**src/rtl/spq_pkg.sv**
```systemverilog
// types and constants shared by the sorted priority queue modules
`default_nettype none
package spq_pkg;

   localparam int VALUE_W    = 32;
   localparam int REQ_PRI_W  = 8;
   localparam int STATUS_W   = 2;

   localparam logic MODE_INSERT = 1'b0;
   localparam logic MODE_REMOVE = 1'b1;

   localparam logic [STATUS_W-1:0] STATUS_INSERTED  = 2'd0;
   localparam logic [STATUS_W-1:0] STATUS_REMOVED   = 2'd1;
   localparam logic [STATUS_W-1:0] STATUS_UNDERFLOW = 2'd2;
   localparam logic [STATUS_W-1:0] STATUS_FULL      = 2'd3;

   typedef struct packed {
      logic                       mode;
      logic signed [VALUE_W-1:0]  value;
      logic [REQ_PRI_W-1:0]       priority_req;
   } req_type;

   typedef struct packed {
      logic [STATUS_W-1:0]        status;
      logic signed [VALUE_W-1:0]  removed_value;
      logic [REQ_PRI_W-1:0]       removed_priority;
   } rsp_type;

   typedef struct packed {
      logic                load_rsp;
      logic                do_insert;
      logic                do_remove;
      logic [STATUS_W-1:0] status;
   } ctl_cmd_type;

   typedef struct packed {
      logic full;
      logic empty;
   } dp_stat_type;

endpackage
`default_nettype wire

```
**src/rtl/spq_ctrl.sv**
```systemverilog
// controller: handshake state, operation decode and status selection
`default_nettype none
module spq_ctrl (
   input  wire logic                 clock,
   input  wire logic                 reset,
   input  wire logic                 req_valid,
   output logic                      req_ready,
   input  wire logic                 req_mode,
   output logic                      rsp_valid,
   input  wire logic                 rsp_ready,
   input  wire spq_pkg::dp_stat_type dp_stat,
   output spq_pkg::ctl_cmd_type      cmd
);
   import spq_pkg::*;

   typedef enum logic [1:0] {
      ST_OPEN = 2'b01,
      ST_HOLD = 2'b10
   } state_type;

   state_type state_ff, state_in;
   logic      req_xfer;

   assign req_ready = (state_ff == ST_OPEN) || rsp_ready;
   assign rsp_valid = (state_ff == ST_HOLD);
   assign req_xfer  = req_valid && req_ready;

   always_comb begin
      cmd           = '0;
      cmd.load_rsp  = req_xfer;
      if (req_mode == MODE_INSERT) begin
         cmd.do_insert = req_xfer && !dp_stat.full;
         cmd.status    = dp_stat.full ? STATUS_FULL : STATUS_INSERTED;
      end else begin
         cmd.do_remove = req_xfer && !dp_stat.empty;
         cmd.status    = dp_stat.empty ? STATUS_UNDERFLOW : STATUS_REMOVED;
      end
   end

   always_comb begin
      state_in = state_ff;
      unique case (state_ff)
         ST_OPEN: begin
            if (req_xfer) state_in = ST_HOLD;
         end
         ST_HOLD: begin
            if (req_xfer) state_in = ST_HOLD;
            else if (rsp_ready) state_in = ST_OPEN;
         end
         default: state_in = ST_OPEN;
      endcase
   end

   always_ff @(posedge clock) begin
      if (reset) begin
         state_ff <= ST_OPEN;
      end else begin
         state_ff <= state_in;
      end
   end

endmodule
`default_nettype wire

```
**src/rtl/spq_datapath.sv**
```systemverilog
// datapath: sorted entry row with parallel compare and shift, result register
`default_nettype none
module spq_datapath #(
   parameter int CAPACITY      = 16,
   parameter int PRIORITY_BITS = 8
) (
   input  wire logic                 clock,
   input  wire logic                 reset,
   input  wire spq_pkg::req_type     req_data,
   input  wire spq_pkg::ctl_cmd_type cmd,
   output spq_pkg::dp_stat_type      dp_stat,
   output spq_pkg::rsp_type          rsp_data
);
   import spq_pkg::*;

   localparam int CNT_W = $clog2(CAPACITY + 1);

   logic signed [VALUE_W-1:0]  val_ff [CAPACITY];
   logic signed [VALUE_W-1:0]  val_in [CAPACITY];
   logic [PRIORITY_BITS-1:0]   pri_ff [CAPACITY];
   logic [PRIORITY_BITS-1:0]   pri_in [CAPACITY];
   logic [CNT_W-1:0]           count_ff, count_in;
   logic [CAPACITY-1:0]        ahead;
   logic [PRIORITY_BITS-1:0]   new_pri;
   logic [REQ_PRI_W-1:0]       front_pri;
   rsp_type                    rsp_ff, rsp_in;

   // priority width conversion in both directions
   for (genvar b = 0; b < PRIORITY_BITS; b++) begin : g_new_pri
      if (b < REQ_PRI_W) begin : g_bit
         assign new_pri[b] = req_data.priority_req[b];
      end else begin : g_zero
         assign new_pri[b] = 1'b0;
      end
   end

   for (genvar b = 0; b < REQ_PRI_W; b++) begin : g_front_pri
      if (b < PRIORITY_BITS) begin : g_bit
         assign front_pri[b] = pri_ff[0][b];
      end else begin : g_zero
         assign front_pri[b] = 1'b0;
      end
   end

   assign dp_stat.full  = (count_ff == CNT_W'(CAPACITY));
   assign dp_stat.empty = (count_ff == '0);

   for (genvar k = 0; k < CAPACITY; k++) begin : g_slot
      // entry stays ahead of the new one
      assign ahead[k] = (CNT_W'(k) < count_ff) && (pri_ff[k] >= new_pri);

      always_comb begin
         val_in[k] = val_ff[k];
         pri_in[k] = pri_ff[k];
         if (cmd.do_insert && !ahead[k]) begin
            if (k == 0) begin
               val_in[k] = req_data.value;
               pri_in[k] = new_pri;
            end else if (ahead[(k > 0) ? k - 1 : 0]) begin
               val_in[k] = req_data.value;
               pri_in[k] = new_pri;
            end else begin
               val_in[k] = val_ff[(k > 0) ? k - 1 : 0];
               pri_in[k] = pri_ff[(k > 0) ? k - 1 : 0];
            end
         end else if (cmd.do_remove && (k < CAPACITY - 1)) begin
            val_in[k] = val_ff[(k < CAPACITY - 1) ? k + 1 : k];
            pri_in[k] = pri_ff[(k < CAPACITY - 1) ? k + 1 : k];
         end
      end

      always_ff @(posedge clock) begin
         val_ff[k] <= val_in[k];
         pri_ff[k] <= pri_in[k];
      end
   end

   always_comb begin
      count_in = count_ff;
      if (cmd.do_insert) count_in = count_ff + CNT_W'(1);
      else if (cmd.do_remove) count_in = count_ff - CNT_W'(1);
   end

   always_comb begin
      rsp_in = rsp_ff;
      if (cmd.load_rsp) begin
         rsp_in.status           = cmd.status;
         rsp_in.removed_value    = cmd.do_remove ? val_ff[0] : '0;
         rsp_in.removed_priority = cmd.do_remove ? front_pri : '0;
      end
   end

   always_ff @(posedge clock) begin
      if (reset) begin
         count_ff <= '0;
      end else begin
         count_ff <= count_in;
      end
   end

   always_ff @(posedge clock) begin
      rsp_ff <= rsp_in;
   end

   assign rsp_data = rsp_ff;

endmodule
`default_nettype wire

```
**src/rtl/sorted_priority_queue_unit.sv**
```systemverilog
// sorted priority queue: an insert or remove is done in the transfer cycle
// the result is valid in the cycle after the request transfer
// throughput: one item per cycle while rsp_ready is high, held by the single result register
// the compare row over all entries and the shift are combinational and finish in the transfer cycle
// reset clears the entry count and the result valid; entries are not cleared
`default_nettype none
module sorted_priority_queue_unit #(
   parameter int CAPACITY      = 16,
   parameter int PRIORITY_BITS = 8
) (
   input  wire logic             clock,
   input  wire logic             reset,
   input  wire logic             req_valid,
   output logic                  req_ready,
   input  wire spq_pkg::req_type req_data,
   output logic                  rsp_valid,
   input  wire logic             rsp_ready,
   output spq_pkg::rsp_type      rsp_data
);
   import spq_pkg::*;

   ctl_cmd_type cmd;
   dp_stat_type dp_stat;

   spq_ctrl u_ctrl (
      .clock     (clock),
      .reset     (reset),
      .req_valid (req_valid),
      .req_ready (req_ready),
      .req_mode  (req_data.mode),
      .rsp_valid (rsp_valid),
      .rsp_ready (rsp_ready),
      .dp_stat   (dp_stat),
      .cmd       (cmd)
   );

   spq_datapath #(
      .CAPACITY      (CAPACITY),
      .PRIORITY_BITS (PRIORITY_BITS)
   ) u_datapath (
      .clock    (clock),
      .reset    (reset),
      .req_data (req_data),
      .cmd      (cmd),
      .dp_stat  (dp_stat),
      .rsp_data (rsp_data)
   );

endmodule
`default_nettype wire

```
**config.mk**
```make
export PLATFORM = sky130hd
export DESIGN_NAME = sorted_priority_queue_unit
export DESIGN_NICKNAME = d
export VERILOG_FILES = /design/src/rtl/spq_pkg.sv /design/src/rtl/spq_ctrl.sv /design/src/rtl/spq_datapath.sv /design/src/rtl/sorted_priority_queue_unit.sv
export SDC_FILE = /design/constraint.sdc
export NUM_CORES = 2
export LEC_CHECK = 0
export BUFFER_PORTS_ARGS = -buffer_cell sky130_fd_sc_hd__buf_2
export CORE_UTILIZATION = 40
export CTS_CLUSTER_DIAMETER = 200
export DETAILED_ROUTE_END_ITERATION = 7
export SKIP_CTS_REPAIR_TIMING = 1
export SYNTH_ARGS = -nofsm -noshare
export SYNTH_HDL_FRONTEND = slang
export SYNTH_HIERARCHICAL = 1
export SYNTH_SLANG_ARGS = --single-unit
```
**constraint.sdc**
```tcl
create_clock -name clock -period 7 [get_ports clock]
set_input_delay 0.7 -clock clock [delete_from_list [all_inputs] [get_ports clock]]
set_output_delay 0.7 -clock clock [all_outputs]
set_load 0.01 [all_outputs]
```
==> Word level (Yosys, flattened, before mapping) <==
Memories as Yosys holds them, arrays and structs flattened.
Index checks and enable logic that the tools add are counted.
{ "op_classes": {"n_eq_ne": 5, "magnitude_cmp": 32, "n_reduce_logical": 57, "addsub": 2, "n_mux": 103} }
{ "ops": {"columns": ["cell", "count"], "rows": [
  ["32-bit two-way mux", 46],
  ["8-bit two-way mux", 46],
  ["8-bit greater-or-equal comparator", 16],
  ["4-bit by 5-bit < comparator with 1-bit output, first input constant", 8],
  ["1-bit logical AND", 35],
  ["3-bit by 5-bit < comparator with 1-bit output, first input constant", 4],
  ["1-bit zero test", 18],
  ["2-bit two-way mux", 6],
  ["1-bit by 5-bit < comparator with 1-bit output, first input constant", 2],
  ["2-bit by 5-bit < comparator with 1-bit output, first input constant", 2],
  ["5-bit two-way mux", 2],
  ["5-bit by 1-bit adder with 5-bit output, second input constant", 1],
  ["5-bit == test, second input constant", 1],
  ["5-bit zero test", 1],
  ["5-bit by 1-bit subtractor with 5-bit output, second input constant", 1],
  ["2-bit case mux with 2 select lines", 1],
  ["3-bit by 1-bit != test with 1-bit output, second input constant", 1],
  ["2-bit by 1-bit == test with 1-bit output, second input constant", 1],
  ["2-bit == test, second input constant", 1],
  ["1-bit two-way mux", 2],
  ["2-bit by 1-bit != test with 1-bit output, second input constant", 1],
  ["2-bit AND reduction", 1],
  ["2-bit nonzero test", 1],
  ["1-bit logical OR", 1]
]} }
{ "totals": {"output_inout_bits": 44, "word_cells": 206, "mem_count": 2, "mem_bits_rw": 640, "reg_bits": 49, "in_bits": 45} }
{ "mem_list": {"columns": ["name", "depth", "word_bits", "rd", "rd_ports_with_merged_regs", "write_ports", "line", "rtl"], "rows": [
  ["u_datapath.val_ff", 16, 32, 16, 0, 16, "spq_datapath.sv:18", "logic signed [VALUE_W-1:0] val_ff [CAPACITY];"],
  ["u_datapath.pri_ff", 16, 8, 16, 0, 16, "spq_datapath.sv:20", "logic [PRIORITY_BITS-1:0] pri_ff [CAPACITY];"]
]} }

==> Logic depth before layout (Yosys ltp) <==
{ "logic_depth": {"ltp_word": 7, "depth_mapped": 14, "depth_no_buf": 12} }

==> Hierarchy <==
Netlist, hierarchy kept.
{ "modules_own_cells": {"columns": ["mod", "seq_area_each_um2", "cells_each", "area_per_inst_um2", "instances"], "rows": [
  ["spq_datapath", 20579.7, 3153, 36676.4, 1],
  ["spq_ctrl", 40.0, 31, 200.2, 1]
]} }

==> Worst setup path after synthesis <==
Ideal clock, no wire load.
{ "synth_path": {"kind": "input port to flip-flop", "startpoint": "input req_data[1] (netlist name)", "endpoint": "memory u_datapath.pri_ff[15][0], in the netlist u_datapath/pri_ff[1][56], enable pin", "required_time_ns": 6.549, "path_buffers": 0, "arrival_time_ns": 3.879, "stages": 7, "slack_ns": 2.671, "setup_time_ns": 0.451, "path_cell_list": "inv_1 > ha_1 > a21o_1 > a21o_1 > a21oi_1 > o211ai_1 > a21oi_1"} }
{ "synth_lines": {"columns": ["element", "line", "rtl"], "rows": [
  ["start: declaration", "sorted_priority_queue_unit.sv:15", "input wire spq_pkg::req_type req_data,"],
  ["end: declaration", "spq_datapath.sv:20", null]
]} }

==> reports/summary.txt <==
Die H: 305.6 um
Setup Slack @ Placement: 2191 ps
Root buffer cell: clkbuf_16
CP Capture Type: register
Critical Path Source Type: register
Pin count of the biggest net entering global routing: 81
Post-route setup slack: 2769 ps
Initial antenna violation count: 2
Tmin final: 4231 ps
Final Cycle Share: 60.44%
Synth warn: 6
Number of global-route vias before repair: 25,800
CTS Buffer Depth: 3
DR vias: 25,470
Power per cell area: 330.7 nW/um2
Mapped Nets: 3,363
Utilization after layout: 44.91%
Worst-skew pair later-pin latency: 640 ps
Wire length of the first global-routing pass: 163,300 um
Htree depth: 3
RSZ-0062 raised after global routing: false
Slowest cell on crit path: nor2_4
DRC viols: 0
Most used DFF post-synth: edfxtp_1
Max-slew violation count: 0
Placed instance area: 38,330 um2
Arr. time, crit path: 4490 ps
Post-Route Setup TNS: 0 ps
WL/cell: 24.65 um
Area Growth Syn to Fin: 10.46%
Post-DP HPWL: 65,470 um
WL final: 108,800 um
Number of flops mapped to enable cells by yosys: 682
Die area: 93,410 um2
Post-synthesis async set-or-reset flop share: 0%
Layout cell share with drive strength beyond 1: 10.62%
IO Count: 89
Synthesized cell area: 36,880 um2
Worst path bufs/invs: 3
GP Congestion: 0.8636
Nets: 3,358
Die W: 305.6 um
Least-Margin Pin Slew: 1313 ps
Starting DRT DRC Count: 2,221
Status: finished, final reports clean
Critical-path cell list: nor3_2 -> buf_4 -> and2_1 -> nand2b_1 -> nor2_4 -> buf_4 -> nand2b_2 -> buf_4
Setup-failing EPs final: 0
Crit Path Class: register to register
Detail Route Antenna Nets: 0
Distinct cells, synth: 52
Area of the core: 90,700 um2
Critical path fanouts, max: 32
Flop and latch count out of synthesis: 689
GRT Overall Usage: 22.98%
CTS tree: yes
Synth top area share: 55.54%
Syn_area_per_cell: 11.58 um2
Total CTS buffers: 79
Power, Total: 13.47 mW
Leak: 15.47 nW
Avg Vias per Cell: 5.768
Max-capacitance violation count: 0
CTS clk-pin slew, worst paths: 60 ps
CP max stage delay: 790 ps
GR Overflow Total: 0
Cells after Synth: 3,184
Cell taking the most area after synthesis: edfxtp_1
Row count: 110
Critical Path RT: 7260 ps
PortBufs: 88
Relative slew slack: 12.45%
Hold Fails Final Rpt: 0
Delay-heaviest family, CP: simple AND/OR/NAND/NOR gates
1st-pass router iterations: 5
Cells taking the most area after synthesis: edfxtp_1 56%, mux2i_1 15%, o21ai_0 5.0%
Sequential share of the synthesized area: 55.92%
Fmax: 236.4 MHz
Post-route cell area: 40,740 um2
Initial Utilization: 40.66%
Placed Cells: 4,274
Setup Skew: 25.17 ps
Most common cell on crit path: buf_4
HP Class: input pin to register
# clock sinks: 689
Non-filler cells, final: 4,416
Max VDD drop: 0.0002134 V
Hold WS: 366.3 ps
[Yosys cell counts (2+ instances only)]
cell / number
nor2b_1: 4
buf_2: 78
and2_1: 43
ha_1: 134
a31oi_1: 3
mux2_1: 39
nand2b_1: 31
mux2_2: 40
dfxtp_1: 7
xor2_1: 2
buf_4: 15
nand3_1: 3
inv_1: 40
buf_6: 11
o21ai_1: 69
o21a_1: 5
a32oi_2: 2
edfxtp_1: 682
xnor2_1: 2
nor2_1: 201
o21ai_0: 367
a2111oi_0: 5
nor3_1: 4
or2_2: 5
a21oi_2: 3
a2111o_1: 10
a21o_1: 8
nand2_1: 436
nand4_1: 14
mux2i_1: 546
buf_12: 4
clkbuf_1: 123
clkbuf_2: 4
o311ai_1: 2
a21oi_1: 225
[worst register-to-register path: stages (launching register included)]
cell and delay, ps:
dfxtp_1 670, nor3_2 110, buf_4 200, and2_1 180
nand2b_1 190, nor2_4 790, buf_4 520, nand2b_2 580
buf_4 550
[power by group]
| group | internal (mW) | leakage, nW | total [mW] | switching [mW] |
|---|---|---|---|---|
| Combinational | 1.10 | 7.81 | 3.27 | 2.16 |
| Sequential | 5.74 | 6.49 | 6.24 | 0.499 |
| Clock | 2.23 | 1.17 | 3.96 | 1.74 |
| Total | 9.07 | 15.5 | 13.5 | 4.40 |
[flip-flops by register name (all words and copies together), names as in the netlist]
register and flops:
u_datapath/pri_ff 128, u_ctrl/state_ff 2, u_datapath/count_ff 5, u_datapath/rsp_data 42
u_datapath/val_ff 512
[layer usage]
metal | vias to the layer above | global-route usage [%] | part of all wire [%] | wire length (um)
met5 | - | 0 | 0 | 0
met3 | 137 | 3.792 | 6.3 | 6806
met1 | 12810 | 32.25 | 46 | 49860
li1 | 11680 | - | - | -
met2 | 848 | 36.89 | 46 | 49820
met4 | 0 | 5.796 | 2.2 | 2341
[cell families after synthesis]
logic type | count (synthesis) | share of synthesized area, %
DFF | 689 | 55.92
AOI/OAI and AO/OA | 711 | 10.25
buffers and inverters | 275 | 3.630
adders and majority gates | 134 | 4.547
muxes | 625 | 17.23
xor gates and xnor gates | 4 | 0.09502
and+or+nand+nor | 746 | 8.326
[final cells by class]
class	count	area, um2
antenna	2	5.005
timing repair buffer	149	898.4
tap	1176	1471
clock inverter	35	267.8
clock buffer	105	2137
fill	8286	49960
inverter	40	150.1
sequential	689	20620
multi-input combinational	2220	15190
[final timing paths]
| kind | start | to | slack, ps | cells past startpoint |
|---|---|---|---|---|
| worst max-delay path | u_datapath/count_ff[4] | u_datapath/val_ff[0][154] | 2770 | 8 |
| worst min-delay path | reset | u_datapath/count_ff[4] | 370 | 2 |
| worst max register to register | u_datapath/count_ff[4] | u_datapath/val_ff[0][154] | 2770 | 8 |
| worst min register to register | u_datapath/val_ff[1][239] | u_datapath/val_ff[1][207] | 520 | 2 |
[cells in the final DEF, fill, tap and decap left out, drive strengths merged, types with 5 or more instances in the layout]
| master | count |
|---|---|
| a2111oi | 5 |
| inv | 43 |
| clkinv | 28 |
| mux2 | 79 |
| or2 | 5 |
| ha | 134 |
| a21o | 9 |
| a2111o | 10 |
| clkbuf | 105 |
| nor3 | 5 |
| and2 | 43 |
| dfxtp | 7 |
| nand2b | 31 |
| nand2 | 437 |
| a21oi | 228 |
| edfxtp | 682 |
| buf | 149 |
| nor2 | 202 |
| o21a | 5 |
| nand4 | 14 |
| o21ai | 437 |
| mux2i | 546 |
No activity file was read; power rests on OpenSTA's default activity.
